`config.mk`:
```
export PLATFORM = sky130hd
export DESIGN_NAME = pfde_ctrl
export DESIGN_NICKNAME = d
export VERILOG_FILES = /design/src/pfde_pkg.sv /design/src/pfde_ctrl.sv
export SDC_FILE = /design/constraint.sdc
export NUM_CORES = 1
export LEC_CHECK = 0
export ABC_CLOCK_PERIOD_IN_PS = 2200
export BUFFER_PORTS_ARGS = -buffer_cell sky130_fd_sc_hd__buf_4
export CORE_AREA = 2 2 39 41
export DETAILED_ROUTE_END_ITERATION = 12
export DIE_AREA = 0 0 41 43
export PLACE_DENSITY = 0.54
export SLEW_MARGIN = 20
export SYNTH_ARGS = -nofsm -noshare
export SYNTH_HDL_FRONTEND = slang
export SYNTH_SLANG_ARGS = --single-unit
```
`constraint.sdc`:
```
create_clock -name clk -period 2.2 [get_ports clk]
set_input_delay 0.11 -clock clk [delete_from_list [all_inputs] [get_ports clk]]
set_output_delay 0.11 -clock clk [all_outputs]
set_load 0.01 [all_outputs]
```
`src/pfde_pkg.sv`:
```
// Shared types, constants and codes for the page frame store draw engine.
package pfde_pkg;

    localparam int PAGE_COUNT_DEF   = 8;
    localparam int COLUMN_COUNT_DEF = 128;

    localparam int ACTION_W      = 3;
    localparam int COLUMN_W      = 7;
    localparam int PIXEL_ROW_W   = 6;
    localparam int FIELD_VALUE_W = 8;
    localparam int BIT_COUNT_W   = 4;
    localparam int PAGE_W        = 3;
    localparam int BYTE_W        = 8;

    localparam int IN_TDATA_W  = 40;
    localparam int OUT_TDATA_W = 16;

    localparam int APB_ADDR_W = 3;
    localparam int APB_DATA_W = 32;
    localparam int REG_IDX_W  = 1;
    localparam logic [REG_IDX_W-1:0] REG_INVERSE_MODE = 1'b0;

    localparam logic [BIT_COUNT_W-1:0] MAX_BIT_COUNT = 4'd8;
    localparam logic [BYTE_W-1:0]      BYTE_ONES     = 8'hFF;

    typedef enum logic [ACTION_W-1:0] {
        ACT_PIXEL = 3'd0,
        ACT_FIELD = 3'd1,
        ACT_LINE  = 3'd2,
        ACT_CLEAR = 3'd3,
        ACT_READ  = 3'd4
    } action_t;

    typedef enum logic [2:0] {
        ST_INIT,
        ST_IDLE,
        ST_WALK,
        ST_HIGH,
        ST_DONE
    } state_t;

    typedef struct packed {
        logic load;
        logic inc;
        logic step_hi;
        logic wr;
        logic init;
        logic hi;
        logic out_load;
    } cmd_t;

    typedef struct packed {
        logic init_last;
        logic at_end;
        logic hi_need;
        logic out_free;
    } status_t;

endpackage

```
`src/pfde_ctrl.sv`:
```
// Control state machine: reset clearing pass, item acceptance, byte walk and result hand-off.
module pfde_ctrl (
    input  logic              clk,
    input  logic              rst_n,
    input  logic              in_valid,
    output logic              in_ready,
    input  pfde_pkg::status_t st,
    output pfde_pkg::cmd_t    cmd
);
    import pfde_pkg::*;

    state_t state_reg;
    state_t state_next;

    always_ff @(posedge clk or negedge rst_n)
    begin
        if (!rst_n)
        begin
            state_reg <= ST_INIT;
        end
        else
        begin
            state_reg <= state_next;
        end
    end

    always_comb
    begin
        state_next = state_reg;
        cmd        = '0;
        in_ready   = 1'b0;
        case (state_reg)
            ST_INIT:
            begin
                cmd.init = 1'b1;
                cmd.wr   = 1'b1;
                if (st.init_last)
                begin
                    state_next = ST_IDLE;
                end
                else
                begin
                    cmd.inc = 1'b1;
                end
            end
            ST_IDLE:
            begin
                in_ready = 1'b1;
                if (in_valid)
                begin
                    cmd.load   = 1'b1;
                    state_next = ST_WALK;
                end
            end
            ST_WALK:
            begin
                cmd.wr = 1'b1;
                if (!st.at_end)
                begin
                    cmd.inc = 1'b1;
                end
                else if (st.hi_need)
                begin
                    cmd.step_hi = 1'b1;
                    state_next  = ST_HIGH;
                end
                else if (st.out_free)
                begin
                    cmd.out_load = 1'b1;
                    state_next   = ST_IDLE;
                end
                else
                begin
                    state_next = ST_DONE;
                end
            end
            ST_HIGH:
            begin
                cmd.wr = 1'b1;
                cmd.hi = 1'b1;
                if (st.out_free)
                begin
                    cmd.out_load = 1'b1;
                    state_next   = ST_IDLE;
                end
                else
                begin
                    state_next = ST_DONE;
                end
            end
            ST_DONE:
            begin
                if (st.out_free)
                begin
                    cmd.out_load = 1'b1;
                    state_next   = ST_IDLE;
                end
            end
            default:
            begin
                state_next = ST_INIT;
            end
        endcase
    end

endmodule

```
==> results.md <==
- RSZ-0062 raised after global routing: no
- Vias per cell: 4.530
- I/O Pins: 15
- Nets: 58
- GP Congestion: 0.7359
- Die area: 0.001763 mm²
- Cells after Synth: 34
- Crit. End Element: output pin
- Min-Delay Path Class: primary input to register
- Internal power: 0.3071 mW
- Die W: 41 µm
- CP Max Fanout: 11
- Top FF cell, synth: dfrtp_1
- CTS sink count: 3
- Via Count: 299
- Die Span Y: 43 µm
- ANT nets after route: 0
- R2r setup slk: 1.04 ns
- Final Cell Area: between 400 and 500 µm²
- Register share of total power: 27.4%
- CP Launch Point: state_reg[1]$_DFFE_PN0P_
- Critical path class: register to output pin
- CP endpoint: cmd[0]
- Crit-path cells: nor2b_1 -> o21ai_0 -> a21boi_0 -> buf_4
- WP buf/inv: 1
- R2R cell count: 3
- Post-route minimum period: 1.551 ns
- Worst hold slack: 0.04397 ns
- CP max stage cell: dfrtp_1
- Total routed wirelength: 696 µm
- Final setup violation count: 0
- Leakage: ~0.18 nW
- Logic pwr share: a little over half
- CTS max path bufs: 2
- ANT cells: 0
- Port bufs: 14
- Pwr dens: 1322 mW/mm²
- Remaining global-route overflow: 0
- Fin Clk Skew: ~0.0010 ns
- Synthesized area per cell: around 8 µm²
- Initial DRC count: 4
- Starting Density: between 10% and 20%
- Mapped Area: 272.8 µm²
- Max capacitance violation total: 0
- DR DRC count: 0
- Post-CTS Setup Bufs: 0
- Final Hold Fails: 0
- Status: finished clean
- Fin Setup TNS: 0 ns
- Commonest cells after routing, fill and taps aside: buf_4 (14), a21oi_1 (5), nor2_1 (4)
- Latest clock arrival within the worst-skew pair: 0.23 ns
- H-tree levels: 1
- Worst setup SP type: register
- Vias in the first global route: about 280
- FFs w/ async S/R, synth: 100.0%
- Reg clk slew, reported paths: roughly 0.04 ns
- Warnings, synthesis: 0
- Pre-Repair DR Iteration Count: 4
- GRT Total Usage: 9.759%
- Yosys reg bits: 3
- Syn_nets: between 40 and 50
- Min setup slack post-route: about 0.65 ns
- Clk root buf: clkbuf_4
- Global-route wire length before repair: 1145 µm
- Peak supply drop: around 0.00043 V
- Cell count along the critical path: 4
- Clk network pwr share: roughly 18%
- CTS tree: yes
- Pre-CTS setup slack: 0.9327 ns
- Largest register FFs: 3
- R2r endpoint: state_reg[0]$_DFFE_PN0P_
- Worst Max-Slew Pin Slew: 0.3920 ns
- Crit path DAT: 1.44 ns
- Crit path max-delay family: flip-flops
- DP HPWL: 500.1 µm
- Rows: 14
- Max incr delay on CP: 0.52 ns
- Worst Path Required: 2.09 ns
- Area added between synthesis and finish: 46.79%
- Switch share: about two fifths
- CTS buffer count: 3
- Synth unique cells: 18
- P_sw: between 0.2 and 0.25 mW
- Core area: 0.001384 mm²
- Largest net degree at the start of global routing: 15
- Slew margin rel.: 73.87%
- Wire per inst: ~11 µm
- Commonest non-fill, non-tap cell in the layout: buf_4
- F_max: 644.6 MHz
- Max-slew violation count: 0
- Post-DP Area: 364.1 µm²
- Tcrit/Tclk final: a little over two thirds
- RR Startpoint: state_reg[2]$_DFFE_PN0P_
- Register area share after synthesis: 27.52%
- Post-synth EDFFs: 0
- Initial antenna violation count: 0
- Share of cells above drive strength 1: between 30% and 40%
## power groups by stage
stage / clock network (mW) / logic, mW / registers (mW)
6_report: 0.0954 / 0.289 / 0.145
5_1_grt: 0.102 / 0.326 / 0.155
4_1_cts: 0.100 / 0.293 / 0.144
3_5_place_dp: 0 / 0.289 / 0.144
3_3_place_gp: 0 / 0.288 / 0.143
2_1_floorplan: 0 / 0.247 / 0.0963
## worst min path at each step
stage / startpoint / end / slack, ns / depth (start not counted)
2_1_floorplan: rst_n / state_reg[0]$_DFFE_PN0P_ / -0.19 / 0
3_3_place_gp: rst_n / state_reg[0]$_DFFE_PN0P_ / -0.10 / 1
3_5_place_dp: rst_n / state_reg[0]$_DFFE_PN0P_ / -0.1 / 1
4_1_cts: st[0] / state_reg[2]$_DFFE_PN0P_ / 0.03 / 2
5_1_grt: st[0] / state_reg[2]$_DFFE_PN0P_ / 0.05 / 2
6_report: st[0] / state_reg[2]$_DFFE_PN0P_ / 0.04 / 2
## through the flow
step	power [mW]	cells	util (%)
floorplan	0.3436	34	-
global placement	0.4314	61	26.31
detailed placement	0.4332	61	26.31
CTS	0.5377	66	28.93
global route	0.5837	66	28.93
finish	0.5291	66	28.93
## synth_stat cells (2+ instances only)
library cell / number / area (µm²)
nor2b_1: 2 / 12.51
nor3b_1: 3 / 22.52
o21ai_0: 2 / 10.01
dfrtp_1: 3 / 75.07
buf_6: 3 / 33.78
nor3_1: 2 / 10.01
a21oi_1: 5 / 25.02
nor2_1: 4 / 15.01
## cell families (layout without fill, tap and decap cells)
kind of cell | after synthesis | count (layout) | share of synthesized area, %
compound gates | 12 | 12 | 28.44
simple gates | 15 | 15 | 30.27
flops | 3 | 3 | 27.52
buf+inv | 4 | 20 | 13.76
## what timing repair did
item | 4_1_cts | 5_1_grt
hold endpoints to repair | 3 | 0
resized for setup | 0 | 0
endpoints found under the setup margin | 0 | 0
hold buffers | 1 | 0
## metal layers
layer	GRT usage (%)	wire length (µm)
met5	0	0
met2	12.19	328
met1	13.92	317
met4	10.00	0
met3	0	50
## layout make-up
type	instances	area [µm²]
Clock buffer	4	26.28
Tap cell	16	20.02
Inverter	1	3.754
Multi-Input combinational cell	27	160.2
Fill cell	167	983.4
Timing Repair Buffer	15	115.1
Sequential cell	3	75.07
No activity file was read; power rests on OpenSTA's default activity.
